**src/rtl/cvsd_pkg.sv**
```systemverilog
// shared types, register indexes and constants of the cvsd decoder
package cvsd_pkg;

  // field widths
  localparam int unsigned IncW    = 10;
  localparam int unsigned DecayW  = 15;
  localparam int unsigned GainW   = 16;
  localparam int unsigned StepW   = 19;
  localparam int unsigned SampleW = 16;
  localparam int unsigned CfgIdxW = 3;
  localparam int unsigned CfgW    = 16;

  // shared multiplier operand and product widths
  localparam int unsigned MulAW = 17;
  localparam int unsigned MulBW = 20;
  localparam int unsigned ProdW = MulAW + MulBW;
  localparam int unsigned FracW = 15;
  localparam int unsigned TermW = ProdW - FracW;
  localparam int unsigned AccW  = TermW + 1;
  localparam int unsigned SumW  = TermW + 2;

  // step ceiling and sample limits
  localparam logic [StepW-1:0] StepMax = {StepW{1'b1}};
  localparam logic signed [SampleW-1:0] SampleMax = 16'sh7FFF;
  localparam logic signed [SampleW-1:0] SampleMin = -16'sh8000;

  // register reset values
  localparam logic [IncW-1:0]   SmallIncRst  = 10'd3;
  localparam logic [IncW-1:0]   LargeIncRst  = 10'd255;
  localparam logic [DecayW-1:0] StepDecayRst = 15'd32260;
  localparam logic [GainW-1:0]  Tap1GainRst  = 16'd41641;
  localparam logic [GainW-1:0]  Tap2GainRst  = 16'd10492;
  localparam logic [GainW-1:0]  StepGainRst  = 16'd49453;

  // configuration register indexes
  typedef enum logic [CfgIdxW-1:0] {
    REG_SMALL_INC  = 3'd0,
    REG_LARGE_INC  = 3'd1,
    REG_STEP_DECAY = 3'd2,
    REG_TAP1_GAIN  = 3'd3,
    REG_TAP2_GAIN  = 3'd4,
    REG_STEP_GAIN  = 3'd5
  } cfg_idx_t;

  // configuration register contents
  typedef struct packed {
    logic [IncW-1:0]   small_increment;
    logic [IncW-1:0]   large_increment;
    logic [DecayW-1:0] step_decay;
    logic [GainW-1:0]  first_tap_gain;
    logic [GainW-1:0]  second_tap_gain;
    logic [GainW-1:0]  step_gain;
  } cfg_t;

  // input beat
  typedef struct packed {
    logic code_bit;
    logic frame_end;
  } bit_beat_t;

  // output beat
  typedef struct packed {
    logic signed [SampleW-1:0] sample;
    logic                      last_sample;
  } pcm_beat_t;

endpackage

```
**src/rtl/cvsd_decoder.sv**
```systemverilog
// CVSD decoder top level: sequencer, step adaptation and reconstruction filter
//
// Takes one code bit per beat and returns one saturated 16-bit PCM sample per
// beat. One 17x20 signed multiplier is shared for the four products of a bit
// (step decay, first tap, second tap, step gain), issued in turn by a small
// sequencer through its states UPD, Y1, Y2 and SUM, so a new bit is taken
// only once the sample of the last one has entered the output register:
// bit_stall is high during reset and while the sequencer is busy with a bit,
// and longer if the previous sample is still held in the output register.
// Configuration is written through a plain write port with indexes 0 to 5;
// writes to other indexes are dropped.
module cvsd_decoder
  import cvsd_pkg::*;
(
  input  logic               clk,
  input  logic               rst,
  input  logic               bit_valid,
  output logic               bit_stall,
  input  bit_beat_t          bit_data,
  output logic               pcm_valid,
  input  logic               pcm_stall,
  output pcm_beat_t          pcm_data,
  input  logic               cfg_write,
  input  logic [CfgIdxW-1:0] cfg_index,
  input  logic [CfgW-1:0]    cfg_data
);

  typedef enum logic [4:0] {
    ST_IDLE = 5'b00001,
    ST_UPD  = 5'b00010,
    ST_Y1   = 5'b00100,
    ST_Y2   = 5'b01000,
    ST_SUM  = 5'b10000
  } state_t;

  state_t state, state_next;
  cfg_t   cfg;

  logic                      cur_bit;
  logic                      cur_last;
  logic [1:0]                hist_valid;
  logic [1:0]                hist_bit;
  logic [StepW-1:0]          step_size;
  logic signed [SampleW-1:0] y1, y2;
  logic signed [AccW-1:0]    acc;

  logic signed [MulAW-1:0]   mul_a;
  logic signed [MulBW-1:0]   mul_b;
  logic signed [ProdW-1:0]   prod;

  logic                      accept;
  logic                      out_free;
  logic                      agree;
  logic [StepW:0]            step_sum;
  logic [StepW-1:0]          step_new;
  logic signed [TermW-1:0]   term;
  logic signed [SumW-1:0]    total;
  logic signed [SampleW-1:0] sample_sat;

  cvsd_regs u_regs (
    .clk       (clk),
    .rst       (rst),
    .cfg_write (cfg_write),
    .cfg_index (cfg_index),
    .cfg_data  (cfg_data),
    .cfg       (cfg)
  );

  cvsd_mul u_mul (
    .clk  (clk),
    .a    (mul_a),
    .b    (mul_b),
    .prod (prod)
  );

  // handshake
  assign accept    = bit_valid && !bit_stall;
  assign bit_stall = rst || (state != ST_IDLE);
  assign out_free  = !pcm_valid || !pcm_stall;

  // operand selection for the shared multiplier
  always_comb begin
    mul_a = {{(MulAW-DecayW){1'b0}}, cfg.step_decay};
    mul_b = {{(MulBW-StepW){1'b0}}, step_size};
    unique case (state)
      ST_IDLE: begin
        mul_a = {{(MulAW-DecayW){1'b0}}, cfg.step_decay};
        mul_b = {{(MulBW-StepW){1'b0}}, step_size};
      end
      ST_UPD: begin
        mul_a = {{(MulAW-GainW){1'b0}}, cfg.first_tap_gain};
        mul_b = MulBW'(y1);
      end
      ST_Y1: begin
        mul_a = {{(MulAW-GainW){1'b0}}, cfg.second_tap_gain};
        mul_b = MulBW'(y2);
      end
      ST_Y2, ST_SUM: begin
        mul_a = {{(MulAW-GainW){1'b0}}, cfg.step_gain};
        mul_b = {{(MulBW-StepW){1'b0}}, step_size};
      end
      default: ;
    endcase
  end

  // step adaptation: decayed step plus small or large increment, saturated
  assign agree    = hist_valid[0] && hist_valid[1] &&
                    (hist_bit[0] == cur_bit) && (hist_bit[1] == cur_bit);
  assign step_sum = {1'b0, prod[FracW+StepW-1:FracW]} +
                    (StepW+1)'(agree ? cfg.large_increment : cfg.small_increment);
  assign step_new = step_sum[StepW] ? StepMax : step_sum[StepW-1:0];

  // floor shift of the product and final sum with saturation
  assign term  = prod[ProdW-1:FracW];
  assign total = cur_bit ? (SumW'(acc) + SumW'(term)) : (SumW'(acc) - SumW'(term));

  always_comb begin
    if (total >= SumW'(SampleMax)) begin
      sample_sat = SampleMax;
    end else if (total <= SumW'(SampleMin)) begin
      sample_sat = SampleMin;
    end else begin
      sample_sat = total[SampleW-1:0];
    end
  end

  // sequencer
  always_comb begin
    state_next = state;
    unique case (state)
      ST_IDLE: if (accept) state_next = ST_UPD;
      ST_UPD:  state_next = ST_Y1;
      ST_Y1:   state_next = ST_Y2;
      ST_Y2:   state_next = ST_SUM;
      ST_SUM:  if (out_free) state_next = ST_IDLE;
      default: state_next = ST_IDLE;
    endcase
  end

  always_ff @(posedge clk) begin
    if (rst) begin
      state <= ST_IDLE;
    end else begin
      state <= state_next;
    end
  end

  // captured input beat
  always_ff @(posedge clk) begin
    if (accept) begin
      cur_bit  <= bit_data.code_bit;
      cur_last <= bit_data.frame_end;
    end
  end

  // filter accumulator
  always_ff @(posedge clk) begin
    if (state == ST_Y1) begin
      acc <= AccW'(term);
    end else if (state == ST_Y2) begin
      acc <= acc - AccW'(term);
    end
  end

  // decoder state: step size, bit and sample history
  always_ff @(posedge clk) begin
    if (rst) begin
      step_size  <= '0;
      hist_valid <= '0;
      hist_bit   <= '0;
      y1         <= '0;
      y2         <= '0;
    end else begin
      if (state == ST_UPD) begin
        step_size <= step_new;
      end
      if (state == ST_SUM && out_free) begin
        hist_valid <= {hist_valid[0], 1'b1};
        hist_bit   <= {hist_bit[0], cur_bit};
        y2         <= y1;
        y1         <= sample_sat;
      end
    end
  end

  // output register
  always_ff @(posedge clk) begin
    if (rst) begin
      pcm_valid <= 1'b0;
    end else if (state == ST_SUM && out_free) begin
      pcm_valid <= 1'b1;
    end else if (!pcm_stall) begin
      pcm_valid <= 1'b0;
    end
  end

  always_ff @(posedge clk) begin
    if (state == ST_SUM && out_free) begin
      pcm_data.sample      <= sample_sat;
      pcm_data.last_sample <= cur_last;
    end
  end

endmodule

```
**src/rtl/cvsd_regs.sv**
```systemverilog
// configuration register file of the cvsd decoder
module cvsd_regs
  import cvsd_pkg::*;
(
  input  logic               clk,
  input  logic               rst,
  input  logic               cfg_write,
  input  logic [CfgIdxW-1:0] cfg_index,
  input  logic [CfgW-1:0]    cfg_data,
  output cfg_t               cfg
);

  // indexed writes, masked to each register width, unknown indexes ignored
  always_ff @(posedge clk) begin
    if (rst) begin
      cfg.small_increment <= SmallIncRst;
      cfg.large_increment <= LargeIncRst;
      cfg.step_decay      <= StepDecayRst;
      cfg.first_tap_gain  <= Tap1GainRst;
      cfg.second_tap_gain <= Tap2GainRst;
      cfg.step_gain       <= StepGainRst;
    end else if (cfg_write) begin
      unique case (cfg_index)
        REG_SMALL_INC:  cfg.small_increment <= cfg_data[IncW-1:0];
        REG_LARGE_INC:  cfg.large_increment <= cfg_data[IncW-1:0];
        REG_STEP_DECAY: cfg.step_decay      <= cfg_data[DecayW-1:0];
        REG_TAP1_GAIN:  cfg.first_tap_gain  <= cfg_data[GainW-1:0];
        REG_TAP2_GAIN:  cfg.second_tap_gain <= cfg_data[GainW-1:0];
        REG_STEP_GAIN:  cfg.step_gain       <= cfg_data[GainW-1:0];
        default: ;
      endcase
    end
  end

endmodule

```
**src/rtl/cvsd_mul.sv**
```systemverilog
// shared signed multiplier with registered product
module cvsd_mul
  import cvsd_pkg::*;
(
  input  logic                    clk,
  input  logic signed [MulAW-1:0] a,
  input  logic signed [MulBW-1:0] b,
  output logic signed [ProdW-1:0] prod
);

  // one product per cycle, registered
  always_ff @(posedge clk) begin
    prod <= ProdW'(a) * ProdW'(b);
  end

endmodule

```
**config.mk**
```make
export PLATFORM = sky130hd
export DESIGN_NAME = cvsd_decoder
export DESIGN_NICKNAME = d
export VERILOG_FILES = /design/src/rtl/cvsd_pkg.sv /design/src/rtl/cvsd_decoder.sv /design/src/rtl/cvsd_regs.sv /design/src/rtl/cvsd_mul.sv
export SDC_FILE = /design/constraint.sdc
export NUM_CORES = 1
export LEC_CHECK = 0
export ABC_AREA = 0
export BUFFER_PORTS_ARGS = -buffer_cell sky130_fd_sc_hd__buf_2
export CAP_MARGIN = 20
export CELL_PAD_IN_SITES_DETAIL_PLACEMENT = 1
export CELL_PAD_IN_SITES_GLOBAL_PLACEMENT = 1
export CORE_MARGIN = 5
export CORE_UTILIZATION = 50
export CTS_BUF_LIST = sky130_fd_sc_hd__clkbuf_4 sky130_fd_sc_hd__clkbuf_8 sky130_fd_sc_hd__clkbuf_16
export DETAILED_ROUTE_END_ITERATION = 7
export PLACE_DENSITY_LB_ADDON = 0.3
export SYNTH_ARGS = -nofsm -noshare
export SYNTH_HDL_FRONTEND = slang
export SYNTH_HIERARCHICAL = 1
export SYNTH_SLANG_ARGS = --single-unit
```
**constraint.sdc**
```tcl
create_clock -name clk -period 11.3 [get_ports clk]
set_clock_uncertainty 0.15 [all_clocks]
set_input_delay 1.13 -clock clk [delete_from_list [all_inputs] [get_ports clk]]
set_output_delay 1.13 -clock clk [all_outputs]
set_load 0.01 [all_outputs]
```
==> results of run 1 <==
[report_power, final]
group,internal (mW),switching [mW]
combinational,1.01,1.70
sequential,0.874,0.109
clock,0.393,0.320
total,2.28,2.13
[metrics by stage]
| step | power, mW | cells | hold slack (ns) |
|---|---|---|---|
| 3_5_place_dp | 3.69 | 3291 | 0.300 |
| 5_1_grt | 4.74 | 3330 | 0.328 |
| 2_1_floorplan | 2.91 | 2733 | 0.250 |
| 3_3_place_gp | 3.55 | 3288 | 0.293 |
| 6_report | 4.41 | 3333 | 0.310 |
| 4_1_cts | 4.42 | 3330 | 0.309 |
[how the worst min path moves through the flow]
stage	end	slack, ns	start
2_1_floorplan	pcm_data[0]$_DFFE_PP_	0.25	cur_last$_DFFE_PP_
3_3_place_gp	y2[14]$_SDFFE_PP0P_	0.29	y2[14]$_SDFFE_PP0P_
3_5_place_dp	y2[7]$_SDFFE_PP0P_	0.30	y2[7]$_SDFFE_PP0P_
4_1_cts	y2[7]$_SDFFE_PP0P_	0.31	y2[7]$_SDFFE_PP0P_
5_1_grt	y2[7]$_SDFFE_PP0P_	0.33	y2[7]$_SDFFE_PP0P_
6_report	y2[7]$_SDFFE_PP0P_	0.31	y2[7]$_SDFFE_PP0P_
[tightest hold or removal path, stage by stage (launching register included)]
cell	delay (ns)
dfxtp_1	0.31
nand2_1	0.05
a21oi_1	0.05
[sequential cells by signal, summed over array words and instances (netlist names), 2 cells and up]
name,cells
state,5
pcm_data,17
u_mul/prod,22
acc,23
hist_bit,2
y2,16
u_regs/cfg,83
step_size,19
hist_valid,2
y1,16
[metal layers]
layer	vias to the layer above	part of all wire (%)	global-route usage, %
li1	8703	-	-
met1	9850	40	32.6
met2	420	50	48.0
met3	177	5.2	4.77
met4	2	4.4	11.2
met5	-	0.018	0
[cell usage in the layout, fill, tap and decap left out, types with 43 or more instances in the layout]
master      n
dfxtp_1   166
inv_1     432
buf_2      43
mux2i_1    85
nand2_1   319
xnor2_1    71
fa_1      344
nand2b_1   73
and2_1    172
ha_1      147
nor2_1    172
a21oi_1   111
[cell type report]
class	count	area, µm²	area share (%)
flip-flops and latches	208	4580	17.7
diodes	3	7.51	0.0290
repair buffers	69	458	1.77
multi-input cells	1958	17700	68.5
clock inverters	11	83.8	0.324
well taps	622	778	3.01
clock buffers	28	621	2.40
inverters	434	1630	6.29
==> out/qor.yml, run 1 <==
fp.dieW_um: 231
crit_path_end_kind: "flop"
yosysWarnings: 6
numCtsBuffers: 22
utilization_pct: 53.2
antenna_found_initial: 2
crit_required_ns: 11.56
syn_inst: 2728
crit_path_frequent_cell: "fa_1"
ctsHoldBuffers: 0
status: "complete, no violations"
worst_pin_slew_ns: 1.13
path_buf_inv: 3
numPortBuffers: 44
dr.pass1.iters: 5
fin_crit_ns: 8.86
grt_max_degree: 103
ios: 45
grtUsageTotal_pct: 27.0
path_delay_family: "adder cells"
power_per_cell_area_mw_per_mm2: 170
clkSlewWorstSetupHoldPaths_ns: 0.07
drive_above_1_share_pct: 6.20
cts_resized: 0
crit_start: "state[3]$_SDFFE_PP0P_"
dpl_cell_area_mm2: 0.0252
dieArea_mm2: 0.0534
slew_headroom_pct: 24.6
cp_max_fo: 28
wl_per_cell_um: 21.7
num_vias: 19200
place.gp.congestion: 0.890
crit_path_end: "u_mul/prod[35]$_DFF_P_"
fp.coreArea_mm2: 0.0486
rsz0062_at_grt: "no"
avgSynthCellArea_um2: 8.97
finalCritPeriodShare_pct: 78.4
drv_cap: 0
fill_cells: 5669
postCtsSetupRepairBufs: 0
ir_worst_vdd_mv: 0.100
fin_ws_ns: 2.44
setup.worst_path.start_class: "flop"
die_h_um: 231
rr_startpoint: "state[3]$_SDFFE_PP0P_"
clock_latency_ns: 0.53
synthToLayoutAreaGrowth_pct: 5.84
rows: 81
path_depth: 23
nets: 3210
hold_viol_final: 0
syn_area_mm2: 0.0245
cts_tree: "built"
worst-setup-path-type: "reg -> reg"
start_util_pct: 50.3
min_path_type: "reg -> reg"
clock_path_buffers: 3
h-tree-depth: 1
crit_arrival_ns: 9.13
setup_viol: 0
clock.fmax_mhz: 113
drtAntennaViolNets: 0
routed_wirelength_mm: 72.3
finalMaxSlewViolations: 0
hold_depth: 2
regToRegSetupSlack_ns: 2.44
hpwl_mm: 56.7
power_leakage_nw: 12.2
via_per_inst: 5.75
root_buffer: "clkbuf_16"
drc: 0
dp_slack_ns: 2.50
first_global_vias: 21700
grt_pass1_wl_mm: 115
drt_iter0_drc: 1092
clock_sinks: 208
crit_chain: "nor2_1 > nand3_1 > buf_4 > nand2_1 > nor2_1 > nand2_1 > nand2_1 > and2_1 > fa_1 > fa_1 > inv_1 > fa_1 > fa_1 > fa_1 > fa_1 > inv_1 > ha_1 > and3_1 > and3_1 > a22o_1 > a31oi_1 > o21ai_1 > xnor2_1"
final_area_mm2: 0.0259
slowest_stage: "nand2_1"
critical-path-max-stage-delay_ns: 0.77
overflow: 0
r2r_cells: 23
rr_endpoint: "u_mul/prod[35]$_DFF_P_"
tns_ns: 0
(Power assumes the default switching activity.)
==> inputs of run 2 (changes only) <==
- clock period: 11.3 -> 9.18 ns (I/O delays scaled with it)
==> out/qor.yml, run 2 (synthesis gave the netlist of run 1 again) <==
rsz0062_at_grt: "no"
drtAntennaViolNets: 0
hold_path_startpoint: "y2[8]$_SDFFE_PP0P_"
cp_max_fo: 34
fill_cells: 5688
largest_reg_flops: 83
rows: 81
tns_ns: 0
crit_start: "state[4]$_SDFFE_PP0P_"
min_path_type: "reg -> reg"
worst_pin_slew_ns: 0.939
hpwl_mm: 57.9
hold_viol_final: 0
final_common_cell: "inv_1"
path_buf_inv: 5
critical-path-max-stage-delay_ns: 0.80
cts_tree: "built"
cts_resized: 0
regMostFlops: "u_regs/cfg"
largestRegisters: "u_regs/cfg x83, acc x23, u_mul/prod x22"
mostFrequentLayoutCells: "inv_1, fa_1, nand2_1"
postCtsSetupRepairBufs: 0
slowest_stage: "and3_2"
clock.fmax_mhz: 119
ios: 45
start_util_pct: 50.3
setup_viol: 0
grtUsageTotal_pct: 27.7
routed_wirelength_mm: 73.5
nets: 3233
diodes: 0
ir_worst_vdd_mv: 0.112
fin_crit_ns: 8.39
grt_pass1_wl_mm: 119
numCtsBuffers: 21
slew_headroom_pct: 37.0
crit_path_frequent_cell: "fa_1"
root_buffer: "clkbuf_16"
die_h_um: 231
fp.dieW_um: 231
clock_latency_ns: 0.52
drt_iter0_drc: 1167
wl_per_cell_um: 21.9
clock_sinks: 208
first_global_vias: 22000
path_delay_family: "adder cells"
crit_required_ns: 9.46
clkSlewWorstSetupHoldPaths_ns: 0.06
dieArea_mm2: 0.0534
setup.worst_path.start_class: "flop"
h-tree-depth: 1
antenna_found_initial: 1
via_per_inst: 5.77
clock_path_buffers: 3
grt_max_degree: 107
crit_path_end_kind: "flop"
fp.coreArea_mm2: 0.0486
finalCritPeriodShare_pct: 91.4
ctsHoldBuffers: 0
hold-worst-slack_ns: 0.308
synthToLayoutAreaGrowth_pct: 6.43
dr.pass1.iters: 7
drv_cap: 0
num_vias: 19300
status: "complete, no violations"
finalMaxSlewViolations: 0
crit_arrival_ns: 8.67
power_per_cell_area_mw_per_mm2: 209
worst-setup-path-type: "reg -> reg"
numPortBuffers: 44
drc: 0
drive_above_1_share_pct: 6.99
power_leakage_nw: 12.3
overflow: 0
place.gp.congestion: 0.902
rr_startpoint: "state[4]$_SDFFE_PP0P_"
==> run 2: cell types whose count changed in the layout (fill, tap and decap cells not counted), sizes merged <==
cell | previous run | this run
clkbuf | 28 | 32
buf | 69 | 93
diode | 3 | 0
clkinv | 11 | 5
clkinvlp | 1 | 2
==> run 2: worst paths after layout <==
kind | end | slack [ns] | depth (start not counted)
worst max-delay path | u_mul/prod[34]$_DFF_P_ | 0.79 | 25
worst max register to register | u_mul/prod[34]$_DFF_P_ | 0.79 | 25
worst min-delay path | y2[8]$_SDFFE_PP0P_ | 0.31 | 2
worst min register to register | y2[8]$_SDFFE_PP0P_ | 0.31 | 2
==> run 2: through the flow <==
stage | utilization [%] | setup slack (ns) | instances | power [mW] | cell area [µm²]
final | 53.5 | 0.788 | 3353 | 5.45 | 26000
after global routing | 53.5 | 0.372 | 3353 | 5.85 | 26000
after CTS | 53.5 | 0.874 | 3353 | 5.44 | 26000
after detailed placement | 52.1 | 0.912 | 3315 | 4.54 | 25300
after global placement | 52.0 | 1.11 | 3314 | 4.37 | 25300
after floorplan | - | 1.87 | 2733 | 3.58 | 24500
==> run 2: power breakdown <==
part	total, mW	internal, mW	leakage (nW)	switching [mW]
sequential	1.21	1.08	1.73	0.135
combinational	3.36	1.25	10.3	2.11
clock	0.872	0.492	0.344	0.380
==> run 2: worst register-to-register path, cell delays in order (launching register included) <==
cell	delay, ns
dfxtp_1	0.33
nor2_1	0.29
and3_2	0.80
nor2_1	0.09
buf_4	0.25
nand2_1	0.11
nand2_1	0.52
and2_1	0.44
fa_1	0.54
inv_1	0.05
fa_1	0.46
fa_1	0.52
inv_1	0.06
fa_1	0.49
fa_1	0.50
inv_1	0.06
fa_1	0.49
inv_1	0.05
ha_1	0.30
and4_1	0.27
nand2_1	0.13
a211oi_2	0.38
o211ai_2	0.26
o21a_2	0.31
o21a_4	0.24
o311ai_2	0.23
==> run 2: final cells by class <==
class                      instances  area (µm²)  area share [%]
tap                              622         778            2.99
clock buffer                      32         652            2.50
timing repair buffer              93         623            2.39
sequential                       208        4580            17.6
multi-input combinational       1958       17700            68.1
inverter                         434        1630            6.26
clock inverter                     6        38.8           0.149
==> run 2: layer usage <==
layer  wire length, µm  up-vias  GRT usage (%)
met5                 0        -              0
met4              2620        0           8.79
met3              3240      163           3.65
li1                  -     8744              -
met2             37800      453           50.3
met1             29900     9987           34.2
